## config.mk

```make
export PLATFORM = sky130hd
export DESIGN_NAME = sliding_window_fetch_tracker_top
export DESIGN_NICKNAME = d
export VERILOG_FILES = /design/src/design/swft_pkg.sv /design/src/design/swft_div.sv /design/src/design/swft_slots.sv /design/src/design/sliding_window_fetch_tracker_top.sv
export VERILOG_INCLUDE_DIRS = /design/src /design/src/design
export SDC_FILE = /design/constraint.sdc
export NUM_CORES = 2
export LEC_CHECK = 0
export ABC_AREA = 0
export BUFFER_PORTS_ARGS = -buffer_cell sky130_fd_sc_hd__buf_4
export CAP_MARGIN = 10
export CORE_MARGIN = 2
export CORE_UTILIZATION = 60
export DETAILED_ROUTE_END_ITERATION = 10
export GPL_ROUTABILITY_DRIVEN = 1
export GPL_TIMING_DRIVEN = 0
export MAX_ROUTING_LAYER = met4
export PLACE_DENSITY = 0.79
export SLEW_MARGIN = 10
export SYNTH_ARGS = -nofsm -noshare
export SYNTH_HDL_FRONTEND = slang
export SYNTH_SLANG_ARGS = --single-unit
```

## constraint.sdc

```tcl
create_clock -name clk -period 11.7 [get_ports clk]
set_clock_uncertainty 0.2 [all_clocks]
set_input_delay 1.755 -clock clk [delete_from_list [all_inputs] [get_ports clk]]
set_output_delay 1.755 -clock clk [all_outputs]
set_load 0.01 [all_outputs]
```

## src/design/sliding_window_fetch_tracker_top_defines.svh

```systemverilog
// Assertion macros shared by the fetch tracker RTL.
// Needs a clock named clk and an active-high reset named rst in the module that uses them.
`ifndef SLIDING_WINDOW_FETCH_TRACKER_TOP_DEFINES_SVH
`define SLIDING_WINDOW_FETCH_TRACKER_TOP_DEFINES_SVH

// The consequent must hold in the same cycle as the antecedent.
`define SWFT_ASSERT_SAME(lbl, ante, cons, msg) \
  lbl: assert property (@(posedge clk) disable iff (rst) (ante) |-> (cons)) else $error(msg);

// The consequent must hold in the cycle after the antecedent.
`define SWFT_ASSERT_NEXT(lbl, ante, cons, msg) \
  lbl: assert property (@(posedge clk) disable iff (rst) (ante) |=> (cons)) else $error(msg);

`endif

```

## src/design/swft_pkg.sv

```systemverilog
// Shared types, constants and helpers for the sliding window fetch tracker.
// No dependencies; imported by every module of the block.
`timescale 1ns / 1ps

package swft_pkg;

  localparam int WINDOW = 16;
  localparam int SLOT_W = $clog2(WINDOW);
  localparam int CNT_W = $clog2(WINDOW + 1);

  localparam int LEN_W = 16;
  localparam int SIZE_W = 32;
  localparam int TMR_W = 20;
  localparam int OFF_W = SIZE_W + 1;
  localparam int AHEAD_W = OFF_W + 1;

  localparam logic [LEN_W-1:0] SEG_LEN_RST = LEN_W'(1000);
  localparam logic [TMR_W-1:0] RETRY_RST = TMR_W'(100000);

  localparam logic [1:0] KIND_REQUEST = 2'd0;
  localparam logic [1:0] KIND_DELIVER = 2'd1;
  localparam logic [1:0] KIND_STATUS = 2'd2;

  localparam logic ACT_TICK = 1'b0;
  localparam logic ACT_ARRIVAL = 1'b1;

  localparam logic [1:0] CFG_SEG_LEN = 2'd0;
  localparam logic [1:0] CFG_TOTAL_SIZE = 2'd1;
  localparam logic [1:0] CFG_RETRY = 2'd2;

  typedef struct packed {
    logic [SLOT_W-1:0] idx;
    logic set_flag;
    logic clr_flag;
    logic wr_timer;
    logic [TMR_W-1:0] timer_val;
  } slot_cmd_t;

  // Circular slot index: base plus a distance of at most WINDOW, wrapped once.
  function automatic logic [SLOT_W-1:0] slot_add(input logic [SLOT_W-1:0] a,
                                                 input logic [CNT_W-1:0] b);
    logic [SLOT_W:0] sum;
    sum = {1'b0, a} + (SLOT_W + 1)'(b);
    if (sum >= (SLOT_W + 1)'(WINDOW)) begin
      sum = sum - (SLOT_W + 1)'(WINDOW);
    end
    return sum[SLOT_W-1:0];
  endfunction

endpackage

```

## src/design/swft_div.sv

```systemverilog
// Iterative restoring divider, one quotient bit per cycle.
// Depends on swft_pkg for the field widths.
`timescale 1ns / 1ps

module swft_div
  import swft_pkg::*;
(
  input  logic              clk,
  input  logic              rst,
  input  logic              go,
  input  logic [SIZE_W-1:0] dividend,
  input  logic [LEN_W-1:0]  divisor,
  output logic              done,
  output logic [SIZE_W-1:0] quotient
);

  localparam int STEP_W = $clog2(SIZE_W + 1);

  logic              running;
  logic [STEP_W-1:0] steps;
  logic [LEN_W-1:0]  rem;
  logic [LEN_W-1:0]  dsr;
  logic [SIZE_W-1:0] quo;

  logic [LEN_W:0]   rem_sh;
  logic [LEN_W+1:0] trial;

  always_comb begin
    rem_sh = {rem, quo[SIZE_W-1]};
    trial = {1'b0, rem_sh} - {2'b00, dsr};
  end

  always_ff @(posedge clk) begin
    if (rst) begin
      running <= 1'b0;
      steps <= '0;
      done <= 1'b0;
    end else begin
      done <= 1'b0;
      if (go) begin
        running <= 1'b1;
        steps <= STEP_W'(SIZE_W);
      end else if (running) begin
        steps <= steps - STEP_W'(1);
        if (steps == STEP_W'(1)) begin
          running <= 1'b0;
          done <= 1'b1;
        end
      end
    end
  end

  always_ff @(posedge clk) begin
    if (go) begin
      rem <= '0;
      dsr <= divisor;
      quo <= dividend;
    end else if (running) begin
      if (!trial[LEN_W+1]) begin
        rem <= trial[LEN_W-1:0];
        quo <= {quo[SIZE_W-2:0], 1'b1};
      end else begin
        rem <= rem_sh[LEN_W-1:0];
        quo <= {quo[SIZE_W-2:0], 1'b0};
      end
    end
  end

  assign quotient = quo;

endmodule

```

## src/design/swft_slots.sv

```systemverilog
// Per-slot received flags and retry timers of the window.
// Depends on swft_pkg for the slot command structure.
`timescale 1ns / 1ps

module swft_slots
  import swft_pkg::*;
(
  input  logic             clk,
  input  logic             rst,
  input  slot_cmd_t        cmd,
  output logic             rd_flag,
  output logic [TMR_W-1:0] rd_timer
);

  logic             flags [WINDOW];
  logic [TMR_W-1:0] timers [WINDOW];

  always_ff @(posedge clk) begin
    if (rst) begin
      for (int k = 0; k < WINDOW; k++) begin
        flags[k] <= 1'b0;
        timers[k] <= '0;
      end
    end else begin
      if (cmd.set_flag) begin
        flags[cmd.idx] <= 1'b1;
      end else if (cmd.clr_flag) begin
        flags[cmd.idx] <= 1'b0;
      end
      if (cmd.wr_timer) begin
        timers[cmd.idx] <= cmd.timer_val;
      end
    end
  end

  assign rd_flag = flags[cmd.idx];
  assign rd_timer = timers[cmd.idx];

endmodule

```

## src/design/sliding_window_fetch_tracker_top.sv

```systemverilog
// Tick: the timer pass (S_P1) visits each window slot (up to WINDOW+1), then S_P2_DLV takes
// each delivered slot and S_P2_REQ each request ahead, S_P2_DLV closes the delivery pass and
// S_STATUS sends the status word. The first word leaves the result register after S_P1 is entered.
// Arrival: S_DIV waits for the 32-step divider's base segment, S_ARR marks an in-window slot.
// One item at a time: busy stays high until the status word is out. Results cannot be stalled.
// rst is synchronous: window, flags and timers clear and configuration returns to defaults.
`timescale 1ns / 1ps
`include "sliding_window_fetch_tracker_top_defines.svh"

module sliding_window_fetch_tracker_top
  import swft_pkg::*;
(
  input  logic              clk,
  input  logic              rst,
  // Item command channel.
  input  logic              start,
  output logic              busy,
  input  logic              action,
  input  logic [TMR_W-1:0]  elapsed_usec,
  input  logic [SIZE_W-1:0] arrived_segment,
  // Result words, one per strobe cycle.
  output logic              strobe,
  output logic [1:0]        kind,
  output logic [SIZE_W-1:0] offset,
  output logic [SIZE_W-1:0] window_base,
  output logic              last,
  // Configuration write channel.
  input  logic              cfg_valid,
  output logic              cfg_ready,
  input  logic [1:0]        cfg_index,
  input  logic [SIZE_W-1:0] cfg_data
);

  // The timer pass (S_P1) walks the window one slot per cycle. It also finds
  // the run of received slots at the window head, so the final window base is
  // known by the time the first request leaves, which every word must carry.
  typedef enum logic [2:0] {
    S_IDLE,
    S_P1,
    S_P2_DLV,
    S_P2_REQ,
    S_DIV,
    S_ARR,
    S_STATUS
  } state_t;

  state_t state;

  // Configuration registers.
  logic [LEN_W-1:0]  seg_len_cfg;
  logic [SIZE_W-1:0] total_size_cfg;
  logic [TMR_W-1:0]  retry_cfg;

  // Window state.
  logic [SIZE_W-1:0] base_offset;
  logic [SLOT_W-1:0] base_slot;

  // Working registers of the sequencer.
  logic [CNT_W-1:0]  cnt;
  logic [CNT_W-1:0]  deliv_cnt;
  logic [OFF_W-1:0]  acc;
  logic              scanning;
  logic [SIZE_W-1:0] final_base;
  logic [TMR_W-1:0]  elapsed;
  logic [SIZE_W-1:0] arr_seg;
  logic [SIZE_W+LEN_W-1:0] prod;
  logic [SIZE_W-1:0] ahead;

  // Divider and slot store.
  logic              div_go;
  logic              div_done;
  logic [SIZE_W-1:0] div_quo;
  slot_cmd_t         cmd;
  logic              rd_flag;
  logic [TMR_W-1:0]  rd_timer;

  // Combinational helpers.
  logic [LEN_W-1:0]   eff_len;
  logic [SLOT_W-1:0]  cur_slot;
  logic [SLOT_W-1:0]  arr_slot;
  logic               out_of_range;
  logic               end1;
  logic               stop_scan;
  logic [SIZE_W-1:0]  sat_off;
  logic [SIZE_W-1:0]  win_now;
  logic [TMR_W:0]     tdiff;
  logic               expired;
  logic [AHEAD_W-1:0] ahead_sum;
  logic               ahead_ok;
  logic [SIZE_W:0]    rel;
  logic               in_win;
  logic               accept;

  assign accept = start && !busy;
  assign busy = (state != S_IDLE);
  assign cfg_ready = 1'b1;

  always_comb begin
    // A segment length of zero behaves as one byte.
    eff_len = (seg_len_cfg == '0) ? LEN_W'(1) : seg_len_cfg;
    cur_slot = slot_add(base_slot, cnt);

    // The running offset acc is base plus cnt segments.
    out_of_range = (acc >= {1'b0, total_size_cfg});
    end1 = (cnt == CNT_W'(WINDOW)) || out_of_range;
    stop_scan = end1 || !rd_flag;
    sat_off = acc[SIZE_W] ? '1 : acc[SIZE_W-1:0];
    win_now = scanning ? sat_off : final_base;

    // The single compare-and-subtract used for timer expiry.
    tdiff = {1'b0, rd_timer} - {1'b0, elapsed};
    expired = tdiff[TMR_W] || (tdiff[TMR_W-1:0] == '0);

    ahead_sum = AHEAD_W'(acc) + AHEAD_W'(eff_len) * AHEAD_W'(WINDOW);
    ahead_ok = (ahead_sum < AHEAD_W'(total_size_cfg));

    // Arrival: distance of the segment from the base segment number.
    rel = {1'b0, arr_seg} - {1'b0, div_quo};
    in_win = !rel[SIZE_W] && (rel[SIZE_W-1:0] < SIZE_W'(WINDOW))
             && (prod < (SIZE_W + LEN_W)'(total_size_cfg));
    arr_slot = slot_add(base_slot, CNT_W'(rel[SLOT_W-1:0]));

    div_go = accept && (action == ACT_ARRIVAL);
  end

  always_comb begin
    cmd = '0;
    cmd.idx = cur_slot;
    unique case (state)
      S_P1: begin
        if (!end1 && !rd_flag) begin
          cmd.wr_timer = 1'b1;
          cmd.timer_val = expired ? retry_cfg : tdiff[TMR_W-1:0];
        end
      end
      S_P2_REQ: begin
        cmd.clr_flag = 1'b1;
        cmd.wr_timer = 1'b1;
        cmd.timer_val = retry_cfg;
      end
      S_ARR: begin
        cmd.idx = arr_slot;
        cmd.set_flag = in_win;
      end
      default: begin
        cmd.idx = cur_slot;
      end
    endcase
  end

  swft_div u_div (
    .clk      (clk),
    .rst      (rst),
    .go       (div_go),
    .dividend (base_offset),
    .divisor  (eff_len),
    .done     (div_done),
    .quotient (div_quo)
  );

  swft_slots u_slots (
    .clk      (clk),
    .rst      (rst),
    .cmd      (cmd),
    .rd_flag  (rd_flag),
    .rd_timer (rd_timer)
  );

  // Configuration is taken whenever offered; the user sends writes only while idle (not enforced).
  always_ff @(posedge clk) begin
    if (rst) begin
      seg_len_cfg <= SEG_LEN_RST;
      total_size_cfg <= '0;
      retry_cfg <= RETRY_RST;
    end else if (cfg_valid && cfg_ready) begin
      unique case (cfg_index)
        CFG_SEG_LEN:    seg_len_cfg <= cfg_data[LEN_W-1:0];
        CFG_TOTAL_SIZE: total_size_cfg <= cfg_data;
        CFG_RETRY:      retry_cfg <= cfg_data[TMR_W-1:0];
        default:        ;
      endcase
    end
  end

  // Sequencer, window state and registered result word.
  always_ff @(posedge clk) begin
    if (rst) begin
      state <= S_IDLE;
      base_offset <= '0;
      base_slot <= '0;
      strobe <= 1'b0;
      last <= 1'b0;
      scanning <= 1'b0;
      cnt <= '0;
      deliv_cnt <= '0;
    end else begin
      strobe <= 1'b0;
      last <= 1'b0;
      unique case (state)
        S_IDLE: begin
          if (start) begin
            elapsed <= elapsed_usec;
            arr_seg <= arrived_segment;
            final_base <= base_offset;
            deliv_cnt <= '0;
            cnt <= '0;
            acc <= {1'b0, base_offset};
            scanning <= 1'b1;
            state <= (action == ACT_TICK) ? S_P1 : S_DIV;
          end
        end
        S_P1: begin
          // The first slot that is unreceived or past the end fixes the new base.
          if (scanning && stop_scan) begin
            scanning <= 1'b0;
            deliv_cnt <= cnt;
            final_base <= sat_off;
          end
          if (end1) begin
            cnt <= '0;
            acc <= {1'b0, base_offset};
            state <= S_P2_DLV;
          end else begin
            if (!rd_flag && expired) begin
              strobe <= 1'b1;
              kind <= KIND_REQUEST;
              offset <= acc[SIZE_W-1:0];
              window_base <= win_now;
            end
            cnt <= cnt + CNT_W'(1);
            acc <= acc + OFF_W'(eff_len);
          end
        end
        S_P2_DLV: begin
          if (cnt == deliv_cnt) begin
            state <= S_STATUS;
          end else begin
            strobe <= 1'b1;
            kind <= KIND_DELIVER;
            offset <= acc[SIZE_W-1:0];
            window_base <= final_base;
            ahead <= ahead_sum[SIZE_W-1:0];
            if (ahead_ok) begin
              state <= S_P2_REQ;
            end else begin
              cnt <= cnt + CNT_W'(1);
              acc <= acc + OFF_W'(eff_len);
            end
          end
        end
        S_P2_REQ: begin
          // The slot is reused for the segment one window further on.
          strobe <= 1'b1;
          kind <= KIND_REQUEST;
          offset <= ahead;
          window_base <= final_base;
          cnt <= cnt + CNT_W'(1);
          acc <= acc + OFF_W'(eff_len);
          state <= S_P2_DLV;
        end
        S_DIV: begin
          prod <= (SIZE_W + LEN_W)'(arr_seg) * (SIZE_W + LEN_W)'(eff_len);
          if (div_done) begin
            state <= S_ARR;
          end
        end
        S_ARR: begin
          state <= S_STATUS;
        end
        S_STATUS: begin
          strobe <= 1'b1;
          last <= 1'b1;
          kind <= KIND_STATUS;
          offset <= '0;
          window_base <= final_base;
          base_offset <= final_base;
          base_slot <= slot_add(base_slot, deliv_cnt);
          state <= S_IDLE;
        end
        default: begin
          state <= S_IDLE;
        end
      endcase
    end
  end

  `SWFT_ASSERT_NEXT(a_accept_busy, accept, busy, "accepted item did not raise busy")
  `SWFT_ASSERT_SAME(a_status_form, strobe && (kind == KIND_STATUS), last && (offset == '0), "status word malformed")
  `SWFT_ASSERT_NEXT(a_last_gap, strobe && last, !strobe, "word followed the status word")
  `SWFT_ASSERT_SAME(a_idle_words, !busy && strobe, last, "non-final word while idle")

endmodule

```

# After elaboration in Yosys (flattened, before gate mapping)

Memory sizes are Yosys's and may differ from the RTL's.
Index checks and enable logic that the tools add are counted.

Flip-flop bits (word level): 455
Memories: 2
Bits in writable memories: 336
Bits of input ports: 91
Output and inout bits: 70

Muxes and demuxes: 83
Bitwise logic cells: 4
Multipliers: 1
Add/subtract/negate cells: 13
Reduce and logical (&&, ||, !) cells: 42
Equality and inequality tests: 20
Order comparisons: 7

Memories:

| name           | depth | bits a word | read ports | clocked after memory_dff | wr ports | RTL line         | text |
|---|---|---|---|---|---|---|---|
| u_slots.timers | 16    | 20          | 1          | 0                        | 16       | swft_slots.sv:16 | `logic [TMR_W-1:0] timers [WINDOW];` |
| u_slots.flags  | 16    | 1           | 1          | 0                        | 16       | swft_slots.sv:15 | `logic flags [WINDOW];` |

Operators by type and width:

| operator              | number |
|---|---|
| $mux W32              | 12 |
| $mux W33              | 4 |
| $pmux W33 S4          | 1 |
| $pmux W32 S4          | 1 |
| $pmux W32 S3          | 1 |
| $pmux W32 S2          | 1 |
| $lt A48 B32 Y1        | 1 |
| $mul A32 B16 Y48      | 1 |
| $pmux W21 S2          | 1 |
| $mux W20              | 2 |
| $add A33 B20 Y34      | 1 |
| $lt A34 B32 Y1        | 1 |
| $add A33 B16 Y33      | 1 |
| $ge A33 B32 Y1        | 1 |
| $sub A32 B32 Y33      | 1 |
| $lt A32 B5 Y1 const B | 1 |
| $mux W16              | 2 |
| $mux W1               | 29 |
| $mux W5               | 5 |
| $mux W4               | 6 |
| $mux W21              | 1 |
| $sub A20 B20 Y21      | 1 |
| $logic_not A20 Y1     | 1 |
| $pmux W5 S4           | 1 |
| other kinds (45)      | 93 |

# Longest topological paths before layout

An unclocked memory read counts as a cell.

Depth in word-level cells: 17
Mapped depth: 30

# Hierarchy

A second synthesis with hierarchy kept.

Cell total of the unflattened synthesis: 5376
Area, all modules: 56491.7 µm²

By module, submodules not included:

| module                           | cells an instance | sequential area each (µm²) | area each (µm²) | instances |
|---|---|---|---|---|
| sliding_window_fetch_tracker_top | 4046              | 10299.9                    | 37348.3         | 1 |
| swft_slots                       | 980               | 10089.7                    | 15304.7         | 1 |
| swft_div                         | 350               | 1921.8                     | 3838.7          | 1 |

# Worst setup path after synthesis

Ideal clock, no wire load.

Path type: flip-flop to flip-flop
From: register arr_seg[0]
To: register kind[0], enable pin
Required time: 11.075 ns
Clock period less this slack: 9.014 ns
Stages on the path, launching flop included: 28
Setup time: 0.425 ns
Path slack: 2.686 ns
Buffers on the path: 5
Arrival time: 8.389 ns
Path through: edfxtp_1 -> clkbuf_1 -> inv_1 -> ha_1 -> inv_1 -> fa_1 -> mux2_2 -> inv_1 -> fa_1 -> clkbuf_1 -> clkbuf_1 -> buf_1 -> mux4_2 -> and2_1 -> a211oi_1 -> a31oi_1 -> ha_1 -> nor2b_1 -> o2111a_1 -> or4_1 -> a2111o_1 -> a2111oi_0 -> o2111a_1 -> nand4b_1 -> nand2_1 -> buf_4 -> a21oi_1 -> nor2_1

Word-level cells in the longest chain between the ends: 12
Elaborated cells between the ends (all ways): 15
Classes of those cells: add/sub (4); order compare (1); eq/ne (1); mux (2); reduce/logical (5); memory (2)

RTL lines:

| item                                                 | RTL line                                | text |
|---|---|---|
| from (decl)                                          | sliding_window_fetch_tracker_top.sv:65  | `logic [SIZE_W-1:0] arr_seg;` |
| from (signal assigned)                               | sliding_window_fetch_tracker_top.sv:203 | `arr_seg <= arrived_segment;` |
| $sub A32 B32 Y33 (*)                                 | sliding_window_fetch_tracker_top.sv:118 | `rel = {1'b0, arr_seg} - {1'b0, div_quo};` |
| $add A4 B4 Y5 (*)                                    | swft_pkg.sv:43                          | `sum = {1'b0, a} + (SLOT_W + 1)'(b);` |
| $sub A4 B1 Y4 / $ge A5 B5 Y1 (equally long branches) | swft_pkg.sv:45, swft_pkg.sv:44          |  |
| $mux W4 (*)                                          | swft_pkg.sv:44                          | `if (sum >= (SLOT_W + 1)'(WINDOW)) begin` |
| $mux W4 (*)                                          | sliding_window_fetch_tracker_top.sv:129 | `unique case (state)` |
| $mem_v2 Z16 W20                                      | --                                      |  |
| $sub A20 B20 Y21                                     | sliding_window_fetch_tracker_top.sv:111 | `tdiff = {1'b0, rd_timer} - {1'b0, elapsed};` |
| $logic_not A20 Y1                                    | sliding_window_fetch_tracker_top.sv:112 | `expired = tdiff[TMR_W] \|\| (tdiff[TMR_W-1:0] == '0);` |
| $logic_or A1 B1 Y1                                   | sliding_window_fetch_tracker_top.sv:112 |  |
| $logic_and A1 B1 Y1 (*)                              | sliding_window_fetch_tracker_top.sv:224 | `if (!rd_flag && expired) begin` |
| $ne A2 B2 Y1 (no source line) (*)                    | --                                      |  |
| $reduce_and A5 Y1 (no source line) (*)               | --                                      |  |
| to (signal assigned)                                 | sliding_window_fetch_tracker_top.sv:226 | `kind <= KIND_REQUEST;` |
| to (signal assigned)                                 | sliding_window_fetch_tracker_top.sv:239 | `kind <= KIND_DELIVER;` |
| to (signal assigned)                                 | sliding_window_fetch_tracker_top.sv:254 | `kind <= KIND_REQUEST;` |
| to (decl)                                            | sliding_window_fetch_tracker_top.sv:23  | `output logic [1:0] kind,` |

Mark *: on every way between the ends. The rest lies on a longest branch, timed or not.
A chain may end at the register's enable or synchronous reset.

# Worst setup path after layout

From: register arr_seg[0]
To: register offset[21], enable pin

Word-level cells in the longest chain between the ends: 12
Elaborated cells between the ends (all ways): 15
Classes of those cells: add/sub (4); order compare (1); eq/ne (1); mux (2); reduce/logical (5); memory (2)

RTL lines:

| item                                                 | RTL line                                | text |
|---|---|---|
| $sub A32 B32 Y33 (*)                                 | sliding_window_fetch_tracker_top.sv:118 |  |
| $add A4 B4 Y5 (*)                                    | swft_pkg.sv:43                          |  |
| $sub A4 B1 Y4 / $ge A5 B5 Y1 (equally long branches) | swft_pkg.sv:45, swft_pkg.sv:44          |  |
| $mux W4 (*)                                          | swft_pkg.sv:44                          |  |
| $mux W4 (*)                                          | sliding_window_fetch_tracker_top.sv:129 |  |
| $mem_v2 Z16 W20                                      | --                                      |  |
| $sub A20 B20 Y21                                     | sliding_window_fetch_tracker_top.sv:111 |  |
| $logic_not A20 Y1                                    | sliding_window_fetch_tracker_top.sv:112 |  |
| $logic_or A1 B1 Y1                                   | sliding_window_fetch_tracker_top.sv:112 |  |
| $logic_and A1 B1 Y1 (*)                              | sliding_window_fetch_tracker_top.sv:224 |  |
| $ne A2 B2 Y1 (no source line) (*)                    | --                                      |  |
| $reduce_and A5 Y1 (no source line) (*)               | --                                      |  |
| to (signal assigned)                                 | sliding_window_fetch_tracker_top.sv:227 | `offset <= acc[SIZE_W-1:0];` |
| to (signal assigned)                                 | sliding_window_fetch_tracker_top.sv:240 | `offset <= acc[SIZE_W-1:0];` |
| to (signal assigned)                                 | sliding_window_fetch_tracker_top.sv:255 | `offset <= ahead;` |
| to (decl)                                            | sliding_window_fetch_tracker_top.sv:24  | `output logic [SIZE_W-1:0] offset,` |

Marked as above.

==> metrics.yaml <==
status:
  outcome: "finished, final reports clean"
synth:
  avgSynthCellArea_um2: 10.2
  yosysTopAreaCell: "edfxtp_1"
  synthMuxAreaShare_pct: 3.94
  synth-simple-area-share_pct: 15.5
  ys_ff_latch: 791
  synth_xor_area_share_pct: 2.07
  async_reset_ff_share_pct: 0
  syn_inst: 5621
  synth.area.top_cells: "edfxtp_1 (34%), fa_1 (15%), ha_1 (7.0%)"
  synth_top_area_share_pct: 33.9
  synth_adder_area_share_pct: 21.9
  synth_top_family_by_area: "adder cells"
  synth.most_common_cell: "nand2_1"
  yosys_warnings: 0
  synth_nets: 6458
  ys_top_cells_by_count: "nand2_1 (794), edfxtp_1 (647), inv_1 (622), nor2_1 (496), fa_1 (425)"
  synth_edf_count: 647
  synthFlopType: "edfxtp_1"
  synth_cell_types: 103
  synth-compound-area-share_pct: 11.1
  synthesis.area_um2: 57200
  synth-seq-area-share_pct: 39.0
grt:
  grt_pass1_vias: 44000
  grt_max_degree: 40
  grt_pass1_wl_um: 260000
  gr-total-overflow: 0
  grt_antenna_before_repair: 5
  grtUsageTotal_pct: 36.1
critical_path:
  cp-start-kind: "flip-flop"
  critPathMaxFanout: 25
  critPathMaxStageDelay_ns: 0.74
  endpoint_kind: "flip-flop"
  required_ns: 11.89
  criticalPathCategory: "flip-flop to flip-flop"
  cpMaxStageDelayCell: "clkbuf_1"
  worstRegToRegCells: 29
  cp_common_cell: "clkbuf_1"
  cp.arrival_ns: 11.06
timing:
  fin_crit_ns: 10.87
  fin_crit_sh_pct: 92.9
  setup_tns_ns: 0
  finalHoldViolations: 0
  worst_pin_slew_ns: 1.40
  finalSetupViolations: 0
  slew_headroom_pct: 6.18
  finalMaxSlewViolations: 0
  fmax_mhz: 92.0
  rsz0062_at_grt: "false"
job:
  maxCapViolCount: 0
placed_design:
  port_buffers: 158
  gp_congestion: 1.03
  hpwl_um: 132000
  post_dp_cell_area_um2: 60200
  place_inst: 7053
cts:
  ctsResizeCount: 0
  cts_tree: "done"
  cts_buffers: 84
  cts_sinks: 791
  cts.clk_slew.worst_paths_ns: 0.06
  cts-root-buf: "clkbuf_16"
  clock_path_buffers: 3
  cts_htree_levels: 3
  cts_hold_buf: 0
  cts_setup_buffers: 0
  worstSkewPairLatency_ns: 0.70
drt:
  dr.pass1.iters: 6
  dr_total_vias: 44900
  postRouteAntennaNets: 0
  wl_um: 171000
  route.detailed.wl_per_inst_um: 23.8
  drcViolationCount: 0
  viasPerCell: 6.23
  drtIter0Drc: 5746
hold_path:
  holdPathStages: 2
  min_path_type: "flip-flop to flip-flop"
die:
  num_rows: 113
  fp.dieH_um: 313
  initial_core_util_pct: 60.4
  die-area_um2: 97900
  ios: 161
  fp.dieW_um: 313
  core_um2: 94700
pwr:
  cellPowerDensity_nw_per_um2: 311
  power.leakage_nw: 25.4
  ir_drop_mv: 0.524
final_layout:
  multi_input_area_um2: 31300
  drive_above_1_share_pct: 8.89
  final_net_count: 6711
  n_fill_cell: 7238
  finish.instance_area_um2: 63000
  layoutNonFillerInstCount: 7209
  syn_to_final_growth_pct: 10.0
  seqCellArea_um2: 22300
-- flip-flops by register name (all words and copies together) (netlist names), 20 cells and up --
name	cells
u_slots.timers	320
prod	48
acc	33
ahead	32
arr_seg	32
base_offset	32
final_base	32
offset	32
total_size_cfg	32
u_div.quotient	32
window_base	32
elapsed	20
retry_cfg	20
-- final cells by class --
class                      count  area share (%)
antenna                        3          0.0119
buffer                       330            2.18
clock buffer                 109            3.60
clock inverter                44           0.727
inverter                     623            3.71
multi-input combinational   3877            49.7
sequential                   791            35.4
tap                         1265            2.51
timing repair buffer         167            2.17
-- layout by cell type, fill, tap and decap left out, types with 22 or more instances in the layout --
master | synthesis | layout
buf_1 | 30 | 29
nand3_1 | 71 | 71
fa_1 | 425 | 425
o21ai_0 | 208 | 208
clkbuf_16 | 0 | 85
buf_4 | 17 | 175
nand4_1 | 42 | 42
a22o_1 | 40 | 40
a21oi_1 | 289 | 289
xnor2_1 | 89 | 88
nand2b_1 | 38 | 37
clkbuf_1 | 263 | 282
o211ai_1 | 22 | 22
inv_1 | 622 | 622
ha_1 | 321 | 321
nor3_1 | 72 | 72
mux4_2 | 84 | 84
dfxtp_1 | 144 | 144
and3_1 | 24 | 22
a21o_1 | 70 | 70
xor2_1 | 46 | 46
a31oi_1 | 30 | 30
o21a_1 | 35 | 35
and2_1 | 244 | 244
a211oi_1 | 44 | 44
nand2_1 | 794 | 794
edfxtp_1 | 647 | 647
nor2_1 | 496 | 491
-- critical path, delay by kind of cell (launching register included) --
kind                       cells  cell delay [ns]
DFF                            1             0.52
AOI/OAI and AO/OA              7             2.32
muxes                          1             0.40
and+or+nand+nor                7             1.44
buffers and inverters          9             4.06
adders and majority gates      5             1.60
-- per-layer routing --
| metal | global-route usage [%] | up-vias | part of all wire, % |
|---|---|---|---|
| met4 | 15.7 | 0 | 5.3 |
| li1 | - | 19700 | - |
| met3 | 7.58 | 476 | 12 |
| met1 | 49.0 | 21900 | 38 |
| met2 | 53.0 | 2885 | 44 |
| met5 | - | - | 0 |
-- per-stage QoR --
step | hold WS, ns | worst slack, ns | power (mW) | utilization, %
finish | 0.257 | 0.830 | 19.6 | 66.5
global route | 0.269 | 0.260 | 21.0 | 66.5
CTS | 0.254 | 1.05 | 19.3 | 66.5
detailed placement | 0.246 | 1.09 | 16.6 | 63.6
global placement | 0.242 | -0.514 | 16.3 | 63.3
floorplan | 0.236 | 2.69 | 13.0 | -
-- path summary, 6_finish.rpt --
check / end / slack [ns] / startpoint
hold reg to reg: total_size_cfg[28]$_SDFFE_PP0P_ / 0.26 / total_size_cfg[28]$_SDFFE_PP0P_
hold / removal: total_size_cfg[28]$_SDFFE_PP0P_ / 0.26 / total_size_cfg[28]$_SDFFE_PP0P_
setup / recovery: offset[21]$_DFFE_PP_ / 0.83 / arr_seg[0]$_DFFE_PP_
setup reg to reg: offset[21]$_DFFE_PP_ / 0.83 / arr_seg[0]$_DFFE_PP_
-- power breakdown --
group / leakage [nW] / switching (mW) / internal (mW)
logic: 16.6 / 7.98 / 4.73
registers: 7.52 / 0.285 / 3.94
clock network: 1.31 / 1.18 / 1.48
-- cell families after synthesis --
family | after synthesis
adder cells (fa/ha/maj) | 746
AO/OA/AOI/OAI | 935
AND/OR/NAND/NOR | 1942
XOR/XNOR | 135
other | 1
flip-flops | 791
multiplexers | 118
buffers and inverters | 953
Power figures use the tool's default switching activity.
